File: src/design/itoa_pkg.sv
`default_nettype none

package itoa_pkg;

  // Fixed field widths
  localparam int BIN_W      = 32;
  localparam int BCD_DIGITS = 10;
  localparam int BCD_W      = 4 * BCD_DIGITS;
  localparam int HEX_DIGITS = BIN_W / 4;
  localparam int CNT_W      = 4;
  localparam int CHAR_W     = 8;
  localparam int MAX_CHARS  = 11;

  // Format kind codes
  typedef enum logic [1:0] {
    KIND_SDEC   = 2'd0,
    KIND_UDEC   = 2'd1,
    KIND_HEX_LO = 2'd2,
    KIND_HEX_UP = 2'd3
  } kind_t;

  // Sequencer states
  typedef enum logic [1:0] {
    ST_IDLE,
    ST_CONV,
    ST_STRIP,
    ST_EMIT
  } state_t;

  // ASCII codes
  localparam logic [CHAR_W-1:0] CH_ZERO    = 8'h30;
  localparam logic [CHAR_W-1:0] CH_MINUS   = 8'h2D;
  localparam logic [CHAR_W-1:0] CH_LOWER_A = 8'h61;
  localparam logic [CHAR_W-1:0] CH_UPPER_A = 8'h41;

  // Converter control and status
  typedef struct packed {
    logic start;
  } dab_ctrl_t;

  typedef struct packed {
    logic busy;
    logic done;
  } dab_stat_t;

  // One digit (0..15) to its ASCII character
  function automatic logic [CHAR_W-1:0] digit_char(input logic [3:0] d, input logic upper);
    logic [CHAR_W-1:0] base;
    logic [CHAR_W-1:0] ext;
    begin
      ext  = {4'h0, d};
      base = upper ? CH_UPPER_A : CH_LOWER_A;
      if (d > 4'd9) begin
        digit_char = ext - 8'd10 + base;
      end else begin
        digit_char = ext + CH_ZERO;
      end
    end
  endfunction

endpackage

`default_nettype wire

File: src/design/integer_to_ascii_digits_unit.sv
`default_nettype none

// Integer to ASCII digit stream. Each input transaction carries a 32-bit value and a
// format kind (signed decimal, unsigned decimal, lower or upper case hex); the block
// returns one output transaction per character, most significant digit first, with no
// leading zeros, a leading '-' for negative signed values, a running character count and
// a last flag on the final character. One number is handled at a time and in_stall stays
// high until its last character has been handed to the output register. Decimal values go
// through a bit-serial shift-and-add-3 converter that takes one bit per cycle, and then
// have their leading zeros dropped before the characters go out; hex skips the converter
// and goes straight to the leading-zero strip. An output stall holds back the next character.
module integer_to_ascii_digits_unit (
  input  wire logic                         clk,
  input  wire logic                         rst_n,
  input  wire logic                         in_valid,
  output logic                              in_stall,
  input  wire logic [itoa_pkg::BIN_W-1:0]   in_value,
  input  wire logic [1:0]                   in_kind,
  output logic                              out_valid,
  input  wire logic                         out_stall,
  output logic [itoa_pkg::CHAR_W-1:0]       out_char_code,
  output logic [itoa_pkg::CNT_W-1:0]        out_char_count,
  output logic                              out_last
);
  import itoa_pkg::*;

  state_t              state_r, state_nxt;
  logic [BCD_W-1:0]    dig_r, dig_nxt;
  logic [CNT_W-1:0]    ndig_r, ndig_nxt;
  logic                neg_r, neg_nxt;
  logic                upper_r, upper_nxt;
  logic [CNT_W-1:0]    cnt_r, cnt_nxt;
  logic                out_valid_r, out_valid_nxt;
  logic [CHAR_W-1:0]   out_code_r, out_code_nxt;
  logic [CNT_W-1:0]    out_count_r, out_count_nxt;
  logic                out_last_r, out_last_nxt;

  dab_ctrl_t           dab_ctrl;
  dab_stat_t           dab_stat;
  logic [BCD_W-1:0]    dab_bcd;
  logic [BIN_W-1:0]    mag;
  logic                in_neg;
  logic                in_fire;
  logic                slot_free;

  assign in_stall  = (state_r != ST_IDLE);
  assign in_fire   = in_valid && !in_stall;
  assign in_neg    = (in_kind == KIND_SDEC) && in_value[BIN_W-1];
  assign mag       = in_neg ? BIN_W'(32'd0 - in_value) : in_value;
  assign slot_free = !out_valid_r || !out_stall;

  itoa_dabble u_dabble (
    .clk   (clk),
    .rst_n (rst_n),
    .ctrl  (dab_ctrl),
    .bin   (mag),
    .stat  (dab_stat),
    .bcd   (dab_bcd)
  );

  // Sequencer: convert, drop leading zeros, emit characters
  always_comb begin
    state_nxt      = state_r;
    dig_nxt        = dig_r;
    ndig_nxt       = ndig_r;
    neg_nxt        = neg_r;
    upper_nxt      = upper_r;
    cnt_nxt        = cnt_r;
    out_valid_nxt  = (out_valid_r && out_stall);
    out_code_nxt   = out_code_r;
    out_count_nxt  = out_count_r;
    out_last_nxt   = out_last_r;
    dab_ctrl.start = 1'b0;

    unique case (state_r)
      ST_IDLE: begin
        if (in_fire) begin
          neg_nxt   = in_neg;
          upper_nxt = (in_kind == KIND_HEX_UP);
          cnt_nxt   = '0;
          if (in_kind == KIND_HEX_LO || in_kind == KIND_HEX_UP) begin
            dig_nxt   = {in_value, {(BCD_W - BIN_W){1'b0}}};
            ndig_nxt  = CNT_W'(HEX_DIGITS);
            state_nxt = ST_STRIP;
          end else begin
            dab_ctrl.start = 1'b1;
            state_nxt      = ST_CONV;
          end
        end
      end
      ST_CONV: begin
        if (dab_stat.done) begin
          dig_nxt   = dab_bcd;
          ndig_nxt  = CNT_W'(BCD_DIGITS);
          state_nxt = ST_STRIP;
        end
      end
      ST_STRIP: begin
        // Drop one leading zero digit per cycle, keep at least one
        if (ndig_r > 4'd1 && dig_r[BCD_W-1 -: 4] == 4'h0) begin
          dig_nxt  = {dig_r[BCD_W-5:0], 4'h0};
          ndig_nxt = ndig_r - 1'b1;
        end else begin
          state_nxt = ST_EMIT;
        end
      end
      ST_EMIT: begin
        if (slot_free) begin
          out_valid_nxt = 1'b1;
          cnt_nxt       = cnt_r + 1'b1;
          out_count_nxt = cnt_r + 1'b1;
          if (neg_r) begin
            // Sign goes first; digits always follow
            out_code_nxt = CH_MINUS;
            out_last_nxt = 1'b0;
            neg_nxt      = 1'b0;
          end else begin
            out_code_nxt = digit_char(dig_r[BCD_W-1 -: 4], upper_r);
            out_last_nxt = (ndig_r == 4'd1);
            dig_nxt      = {dig_r[BCD_W-5:0], 4'h0};
            ndig_nxt     = ndig_r - 1'b1;
            if (ndig_r == 4'd1) begin
              state_nxt = ST_IDLE;
            end
          end
        end
      end
      default: begin
        state_nxt = ST_IDLE;
      end
    endcase
  end

  // Control registers
  always_ff @(posedge clk) begin
    if (!rst_n) begin
      state_r     <= ST_IDLE;
      out_valid_r <= 1'b0;
    end else begin
      state_r     <= state_nxt;
      out_valid_r <= out_valid_nxt;
    end
  end

  // Payload registers
  always_ff @(posedge clk) begin
    dig_r       <= dig_nxt;
    ndig_r      <= ndig_nxt;
    neg_r       <= neg_nxt;
    upper_r     <= upper_nxt;
    cnt_r       <= cnt_nxt;
    out_code_r  <= out_code_nxt;
    out_count_r <= out_count_nxt;
    out_last_r  <= out_last_nxt;
  end

  assign out_valid      = out_valid_r;
  assign out_char_code  = out_code_r;
  assign out_char_count = out_count_r;
  assign out_last       = out_last_r;

  // Checks
  a_busy_after_accept: assert property (@(posedge clk) disable iff (!rst_n)
    in_fire |=> in_stall)
    else $error("block ready right after accepting a transaction");

  a_count_range: assert property (@(posedge clk) disable iff (!rst_n)
    out_valid_r |-> (out_count_r != 4'd0 && out_count_r <= CNT_W'(MAX_CHARS)))
    else $error("character count out of range");

  a_minus_not_last: assert property (@(posedge clk) disable iff (!rst_n)
    (out_valid_r && out_code_r == CH_MINUS) |-> !out_last_r)
    else $error("sign emitted as final character");

  a_digits_left: assert property (@(posedge clk) disable iff (!rst_n)
    (state_r == ST_EMIT || state_r == ST_STRIP) |-> ndig_r != 4'd0)
    else $error("no digits left while emitting");

  a_conv_busy: assert property (@(posedge clk) disable iff (!rst_n)
    (state_r == ST_CONV && !dab_stat.done) |-> dab_stat.busy)
    else $error("waiting on an idle converter");

endmodule

`default_nettype wire

File: src/design/itoa_dabble.sv
`default_nettype none

// Bit-serial binary to BCD converter (shift and add 3), one bit per cycle.
module itoa_dabble (
  input  wire logic                       clk,
  input  wire logic                       rst_n,
  input  wire itoa_pkg::dab_ctrl_t        ctrl,
  input  wire logic [itoa_pkg::BIN_W-1:0] bin,
  output itoa_pkg::dab_stat_t             stat,
  output logic [itoa_pkg::BCD_W-1:0]      bcd
);
  import itoa_pkg::*;

  localparam int CNT_BITS = $clog2(BIN_W);
  localparam logic [CNT_BITS-1:0] LAST_BIT = CNT_BITS'(BIN_W - 1);

  logic                busy_r;
  logic                done_r;
  logic [CNT_BITS-1:0] cnt_r;
  logic [BIN_W-1:0]    bin_r;
  logic [BCD_W-1:0]    bcd_r;
  logic [BCD_W-1:0]    adj;
  logic [BCD_W-1:0]    bcd_nxt;

  // Add 3 to every digit of 5 or more, then shift in the next bit
  always_comb begin
    adj = bcd_r;
    for (int i = 0; i < BCD_DIGITS; i++) begin
      if (bcd_r[4*i +: 4] >= 4'd5) begin
        adj[4*i +: 4] = 4'(bcd_r[4*i +: 4] + 4'd3);
      end
    end
    bcd_nxt = {adj[BCD_W-2:0], bin_r[BIN_W-1]};
  end

  // Control
  always_ff @(posedge clk) begin
    if (!rst_n) begin
      busy_r <= 1'b0;
      done_r <= 1'b0;
      cnt_r  <= '0;
    end else begin
      done_r <= 1'b0;
      if (ctrl.start) begin
        busy_r <= 1'b1;
        cnt_r  <= '0;
      end else if (busy_r) begin
        cnt_r <= cnt_r + 1'b1;
        if (cnt_r == LAST_BIT) begin
          busy_r <= 1'b0;
          done_r <= 1'b1;
        end
      end
    end
  end

  // Datapath
  always_ff @(posedge clk) begin
    if (ctrl.start) begin
      bin_r <= bin;
      bcd_r <= '0;
    end else if (busy_r) begin
      bin_r <= {bin_r[BIN_W-2:0], 1'b0};
      bcd_r <= bcd_nxt;
    end
  end

  assign stat.busy = busy_r;
  assign stat.done = done_r;
  assign bcd       = bcd_r;

endmodule

`default_nettype wire
File: config.mk
export PLATFORM = sky130hd
export DESIGN_NAME = integer_to_ascii_digits_unit
export DESIGN_NICKNAME = d
export VERILOG_FILES = /design/src/design/itoa_pkg.sv /design/src/design/integer_to_ascii_digits_unit.sv /design/src/design/itoa_dabble.sv
export SDC_FILE = /design/constraint.sdc
export NUM_CORES = 1
export LEC_CHECK = 0
export BUFFER_PORTS_ARGS = -buffer_cell sky130_fd_sc_hd__buf_2
export CORE_AREA = 5 5 191 193
export CTS_BUF_LIST = sky130_fd_sc_hd__clkbuf_4
export CTS_CLUSTER_SIZE = 8
export DETAILED_ROUTE_END_ITERATION = 12
export DIE_AREA = 0 0 196 198
export SYNTH_ARGS = -nofsm -noshare
export SYNTH_HDL_FRONTEND = slang
export SYNTH_SLANG_ARGS = --single-unit
File: constraint.sdc
create_clock -name clk -period 4.6 [get_ports clk]
set_clock_uncertainty 0.15 [all_clocks]
set_input_delay 0 -clock clk [delete_from_list [all_inputs] [get_ports clk]]
set_output_delay 0 -clock clk [all_outputs]
set_load 0.1 [all_outputs]
* Yosys cells after proc, flatten, opt, wreduce, memory -nomap -nowiden
Cells that the tools add are included.
Word-level totals: RAM bits 0, flip-flop bits (word level) 145, memories kept 0, bits in latches 0, memory bits (read-only) 0, output and inout bits 15
Operators by class: multiply operators 0, muxes and demuxes 52, reduce and logical (&&, ||, !) cells 22, div/mod/pow operators 0, shift-type cells 0, $add $sub $neg 17, equal/unequal tests 15, bitwise gates (word level) 2, order comparisons 12
Operators with widths (number):
- $mux W40 | 6
- $pmux W40 S4 | 1
- $mux W32 | 3
- $mux W4 | 17
- $ge A4 B3 Y1 const B | 10
- $add A4 B2 Y4 const B | 9
- $sub A1 B32 Y32 const A | 1
- $pmux W4 S4 | 1
- $mux W2 | 7
- $ne A2 B2 Y1 const B | 7
- $reduce_and A6 Y1 | 2
- $mux W1 | 11
- $add A8 B7 Y8 | 1
- $eq A2 B2 Y1 const B | 4
- $mux W8 | 1
- $pmux W2 S4 | 1
- $pmux W4 S2 | 1
- $add A4 B6 Y7 const B | 1
- $mux W6 | 1
- $reduce_bool A2 Y1 | 3
- $add A5 B1 Y5 const B | 1
- $eq A5 B5 Y1 const B | 1
- $sub A4 B4 Y5 const B | 1
- $add A4 B1 Y4 const B | 1
- 19 further kinds | 28

* Depth between registers and ports, before layout
word-level depth 6, gate-level depth with buffers 8

* By module
A second synthesis with hierarchy kept.
Second synthesis, totals: cells, all modules 760, area total of the unflattened synthesis 8055.2 um^2
By module, submodules not included:
- itoa_dabble | cells each 396, times used 1, area an instance 4092.7 um^2, sequential area each 1901.8 um^2
- integer_to_ascii_digits_unit | cells each 364, times used 1, area an instance 3962.6 um^2, sequential area each 1951.9 um^2

* Worst setup path before layout
OpenSTA, ideal clock, no wires.
kind reg-to-reg, start point register state_r[1], end point register dig_r[0], enable pin, path slack 0.269 ns, buffers on the path 0, arrival 3.721 ns, cell stages (with the launch flop) 6, setup time 0.460 ns, cell sequence dfxtp_1 inv_1 ha_1 inv_1 o21ai_0 a21oi_1
On the way: word-level cells in the longest chain between the ends 5, elaborated cells between the ends (all ways) 14, those cells by class eq/ne: 9; reduce/logical: 5
Ends and longest elaborated chain:
- from (decl) | line integer_to_ascii_digits_unit.sv:27 | state_t state_r, state_nxt;
- from (signal assigned) | line integer_to_ascii_digits_unit.sv:140 | state_r <= state_nxt;
- $reduce_bool A2 Y1 | line integer_to_ascii_digits_unit.sv:46 | assign in_stall = (state_r != ST_IDLE);
- net in_stall | line integer_to_ascii_digits_unit.sv:16 | output logic in_stall,
- $logic_not A1 Y1 | line integer_to_ascii_digits_unit.sv:47 | assign in_fire = in_valid && !in_stall;
- $logic_and A1 B1 Y1 | line integer_to_ascii_digits_unit.sv:47
- $ne A2 B2 Y1 (no source line)
- $reduce_and A6 Y1 (no source line)
- to (signal assigned) | line integer_to_ascii_digits_unit.sv:147 | dig_r <= dig_nxt;
- to (decl) | line integer_to_ascii_digits_unit.sv:28 | logic [BCD_W-1:0] dig_r, dig_nxt;
The timed path passes the listed nets, and every way through them passes these cells. A chain may end at the register's enable or synchronous reset.

* Worst setup path after layout
start point register state_r[1], end point register u_dabble.bin_r[28], data pin
On the way: word-level cells in the longest chain between the ends 6, elaborated cells between the ends (all ways) 7, those cells by class mux: 3; reduce/logical: 4
Ends and longest elaborated chain:
- $reduce_bool A2 Y1 | line integer_to_ascii_digits_unit.sv:46
- $logic_not A1 Y1 | line integer_to_ascii_digits_unit.sv:47
- $logic_and A1 B1 Y1 | line integer_to_ascii_digits_unit.sv:47
- $mux W1 | line integer_to_ascii_digits_unit.sv:77 | if (in_fire) begin
- $mux W1 (*) | line integer_to_ascii_digits_unit.sv:75 | unique case (state_r)
- $mux W32 (*) | line itoa_dabble.sv:59 | if (ctrl.start) begin
- to (signal assigned) | line itoa_dabble.sv:60 | bin_r <= bin;
- to (signal assigned) | line itoa_dabble.sv:63 | bin_r <= {bin_r[BIN_W-2:0], 1'b0};
- to (decl) | line itoa_dabble.sv:20 | logic [BIN_W-1:0] bin_r;
Every way passes the cells marked *; elsewhere a longest branch is shown, timed or not.

==> metrics.md <==
| Metric | Value |
|---|---|
| Final setup fails | `0` |
| Worst reg-to-reg setup slack | `around 1100 ps` |
| Fin worst setup slack | `approximately 1100 ps` |
| Final period utilization | `0.7698` |
| Number of detailed-route iterations in the first pass | `6` |
| CP Cell Sequence | `inv_1 > ha_1 > nand3b_1 > buf_4 > nor2_1 > a221oi_1 > dlygate4sd3_1 > nand3_1 > dlygate4sd3_1` |
| EDFF count, synth | `95` |
| Cell total after placement | `1249` |
| Cell Pwr Density | `between 400 and 500 nW/µm²` |
| Worst-margin pin slew | `around 870 ps` |
| Clock sinks | `145` |
| Fin. Hold Viols | `0` |
| Register-to-Register Path Depth | `9` |
| Worst-path clk slew | `about 150 ps` |
| Slew Limit Fails | `0` |
| MaxCap Viol Count | `0` |
| GP Congestion | `about 0.8` |
| Vias per std cell | `roughly 4.5` |
| DIE AREA | `38810 µm²` |
| Num CTS Buffers | `17` |
| Status | `completed` |
| GRT Max-Usage Layer | `met2` |
| Post-synth top flop | `edfxtp_1` |
| Top cell type's share of synthesized area | `0.3656` |
| DP Area | `8588 µm²` |
| Remaining DRCs | `0` |
| First-pass GRT wire length | `29.44 mm` |
| Core area | `between 30000 and 40000 µm²` |
| Detailed Place HPWL | `between 10 and 15 mm` |
| Layout area overhead | `19.58%` |
| Die Wd | `about 200 µm` |
| Vias | `approximately 6000` |
| Met1 usage | `0.1110` |
| CTS Buffer Depth | `2` |
| Io pins | `53` |
| Crit path DAT | `roughly 3700 ps` |
| CP Class | `flop to flop` |
| Hold Path Stages | `4` |
| H-tree Lvls | `4` |
| FMAX | `roughly 0.28 GHz` |
| Largest cells by area after synthesis | `edfxtp_1 (37%), dfxtp_1 (13%), ha_1 (6.1%)` |
| Most frequent cells in the layout | `edfxtp_1 (95), inv_1 (67), nand2_1 (62)` |
| Synthesized Nets | `roughly 840` |
| Max VDD drop | `about 190 µV` |
| GR Layer Usage met2 | `0.1649` |
| Final nets | `~940` |
| Commonest non-fill, non-tap cell in the layout | `edfxtp_1` |
| Buffer and inverter count on the worst path | `4` |
| Worst hold slack | `roughly 150 ps` |
| Number of hold buffers added after cts | `48` |
| Crit end category | `flop` |
| Yosys warning count | `0` |
| CP Data Required Time | `approximately 4800 ps` |
| Relative slew margins | `0.4170` |
| Routed wire length | `~18 mm` |
| Cell taking the most area after synthesis | `edfxtp_1` |
| Worst path slowest cell | `dlygate4sd3_1` |
| Cell mode on critical path | `dlygate4sd3_1` |
| Pre-CTS WS | `1474 ps` |
| HP Class | `primary input to flop` |
| Port Buf Inserts | `between 50 and 60` |
| Min-Delay Endpoint | `out_valid` |
| Number of fill cells in the layout | `between 3000 and 4000` |
| Met3 GRT Util | `0.01293` |
| Mapped cell area | `approximately 8000 µm²` |
| Number of synthesized register bits | `145` |
| Register area share after synthesis | `0.4938` |
| Vias in the first global route | `a little under 6000` |
| Max FO, Critical Path | `62` |
| Final instance area | `between 9000 and 10000 µm²` |
| Synth Instances | `around 770` |
| Hold path start | `out_stall` |
| Largest net degree at the start of global routing | `76` |
| Startpoint types | `flop` |
| Ys async rst share | `0` |
| Initial antenna violation count | `1` |
| Cell variety after synth | `56` |
| Tot GR Track Use | `0.09221` |
| DRT iter0 DRCs | `roughly 380` |
| Crit-path max cell delay | `between 500 and 600 ps` |
| Reg2Reg Capture Point | `u_dabble.bin_r[28]` |
| CTS tree | `built` |
| Setup Fix Bufs, Post-CTS | `0` |
| WL/cell | `around 14 µm` |
| Skew-Pair Late Insertion Delay | `about 560 ps` |
| Worst r2r src | `state_r[1]` |
| Lkg Pwr | `roughly 0.0035 µW` |
| FP Rows | `between 60 and 70` |
| RSZ-0062 raised after global routing | `false` |
| Tmin final | `roughly 3500 ps` |
| Die extent in y | `198 µm` |
| ANT nets after route | `0` |
| Syn avg cell area | `10.16 µm²` |
| Post_cts resized | `0` |
| Finished Layout Cells | `approximately 1300` |
| Setup TNS Final | `0 ps` |
| Share of post-route cells with drive strength above 1 | `0.1281` |
| Clock Tree Root | `clkbuf_4` |
| Top delay family on crit path | `buffers and inverters` |
| Grt ovf | `0` |
| Starting Density | `0.2270` |
worst register-to-register path, cell delays in order, from the launching register on:
cell and delay (ps):
dfxtp_1 460, inv_1 110, ha_1 250, nand3b_1 150, buf_4 490, nor2_1 240, a221oi_1 260, dlygate4sd3_1 580
nand3_1 70, dlygate4sd3_1 550
cell type report:
| class | count | area, µm² | area share |
|---|---|---|---|
| timing repair buffer | 110 | 815.8 | 0.08742 |
| tap | 455 | 569.3 | 0.06101 |
| antenna | 1 | 2.502 | 0.0002682 |
| multi-input combinational | 520 | 3577 | 0.3833 |
| clock buffer | 17 | 127.6 | 0.01368 |
| inverter | 67 | 251.5 | 0.02695 |
| clock inverter | 15 | 132.6 | 0.01421 |
| sequential | 145 | 3855 | 0.4131 |
flip-flops by register name (all words and copies together), names as in the netlist:
| name | count |
|---|---|
| u_dabble.cnt_r | 5 |
| cnt_r | 4 |
| out_char_code | 8 |
| out_valid | 1 |
| dig_r | 40 |
| u_dabble.busy_r | 1 |
| state_r | 2 |
| neg_r | 1 |
| u_dabble.done_r | 1 |
| ndig_r | 4 |
| out_last | 1 |
| out_char_count | 4 |
| u_dabble.bin_r | 32 |
| u_dabble.bcd | 40 |
| upper_r | 1 |
power breakdown:
part	internal [µW]	leakage [µW]	switching (µW)
Combinational	576	0.00203	1040
Clock	273	0.000147	496
Sequential	1940	0.00131	187
synthesized netlist by cell type, types with 2 or more instances:
cell and count:
nor2_1 45, nor4_4 2, xor2_1 21, a21boi_0 2, a41oi_1 2, a222oi_1 32
a21o_1 11, nand4_1 6, and2_1 12, buf_2 2, dfxtp_1 50, xnor2_1 35
clkbuf_1 33, a22oi_1 2, nor2b_1 8, nand2b_1 35, o211ai_1 9, o21ai_0 54
or3_1 5, ha_1 38, a22o_1 4, inv_1 67, a21oi_1 42, a221oi_1 2
mux2i_1 16, nor3_1 7, a31oi_1 2, nor3b_2 2, nand3_1 26, edfxtp_1 95
o41ai_2 3, and3_1 4, nor4_1 3, o21ai_1 3, o31ai_1 6, nand2_1 62
per-stage QoR:
stage	power (µW)	util
after detailed placement	3738	0.2499
after global placement	3705	0.2499
after global routing	4833	0.2715
after floorplan	3297	-
final	4515	0.2715
after CTS	4572	0.2714
logic make-up (layout without fill, tap and decap cells):
logic type               after synthesis  count (layout)  synth area share
XOR/XNOR                              56              56           0.06285
AO/OA/AOI/OAI                        179             179            0.1560
other                                  0               1                 0
adder cells (fa/ha/maj)               38              38           0.06093
multiplexers                          17              17           0.02197
buffers and inverters                103             209           0.04986
flip-flops                           145             145            0.4938
AND/OR/NAND/NOR                      230             230            0.1546
metal layers:
| layer | up-vias | part of all wire |
|---|---|---|
| li1 | 2960 | - |
| met1 | 2870 | 0.44 |
| met2 | 120 | 0.50 |
| met3 | 29 | 0.031 |
| met4 | 0 | 0.028 |
| met5 | - | 0 |
worst max-delay path by stage:
stage | start | end | cells past startpoint
after global routing | state_r[1] | u_dabble.bin_r[28] | 9
after global placement | state_r[1] | dig_r[9] | 6
after floorplan | state_r[1] | dig_r[0] | 5
final | state_r[1] | u_dabble.bin_r[28] | 9
after CTS | state_r[1] | u_dabble.bin_r[28] | 9
after detailed placement | state_r[1] | dig_r[9] | 7
Note: power is estimated with default switching activity, not from simulation.
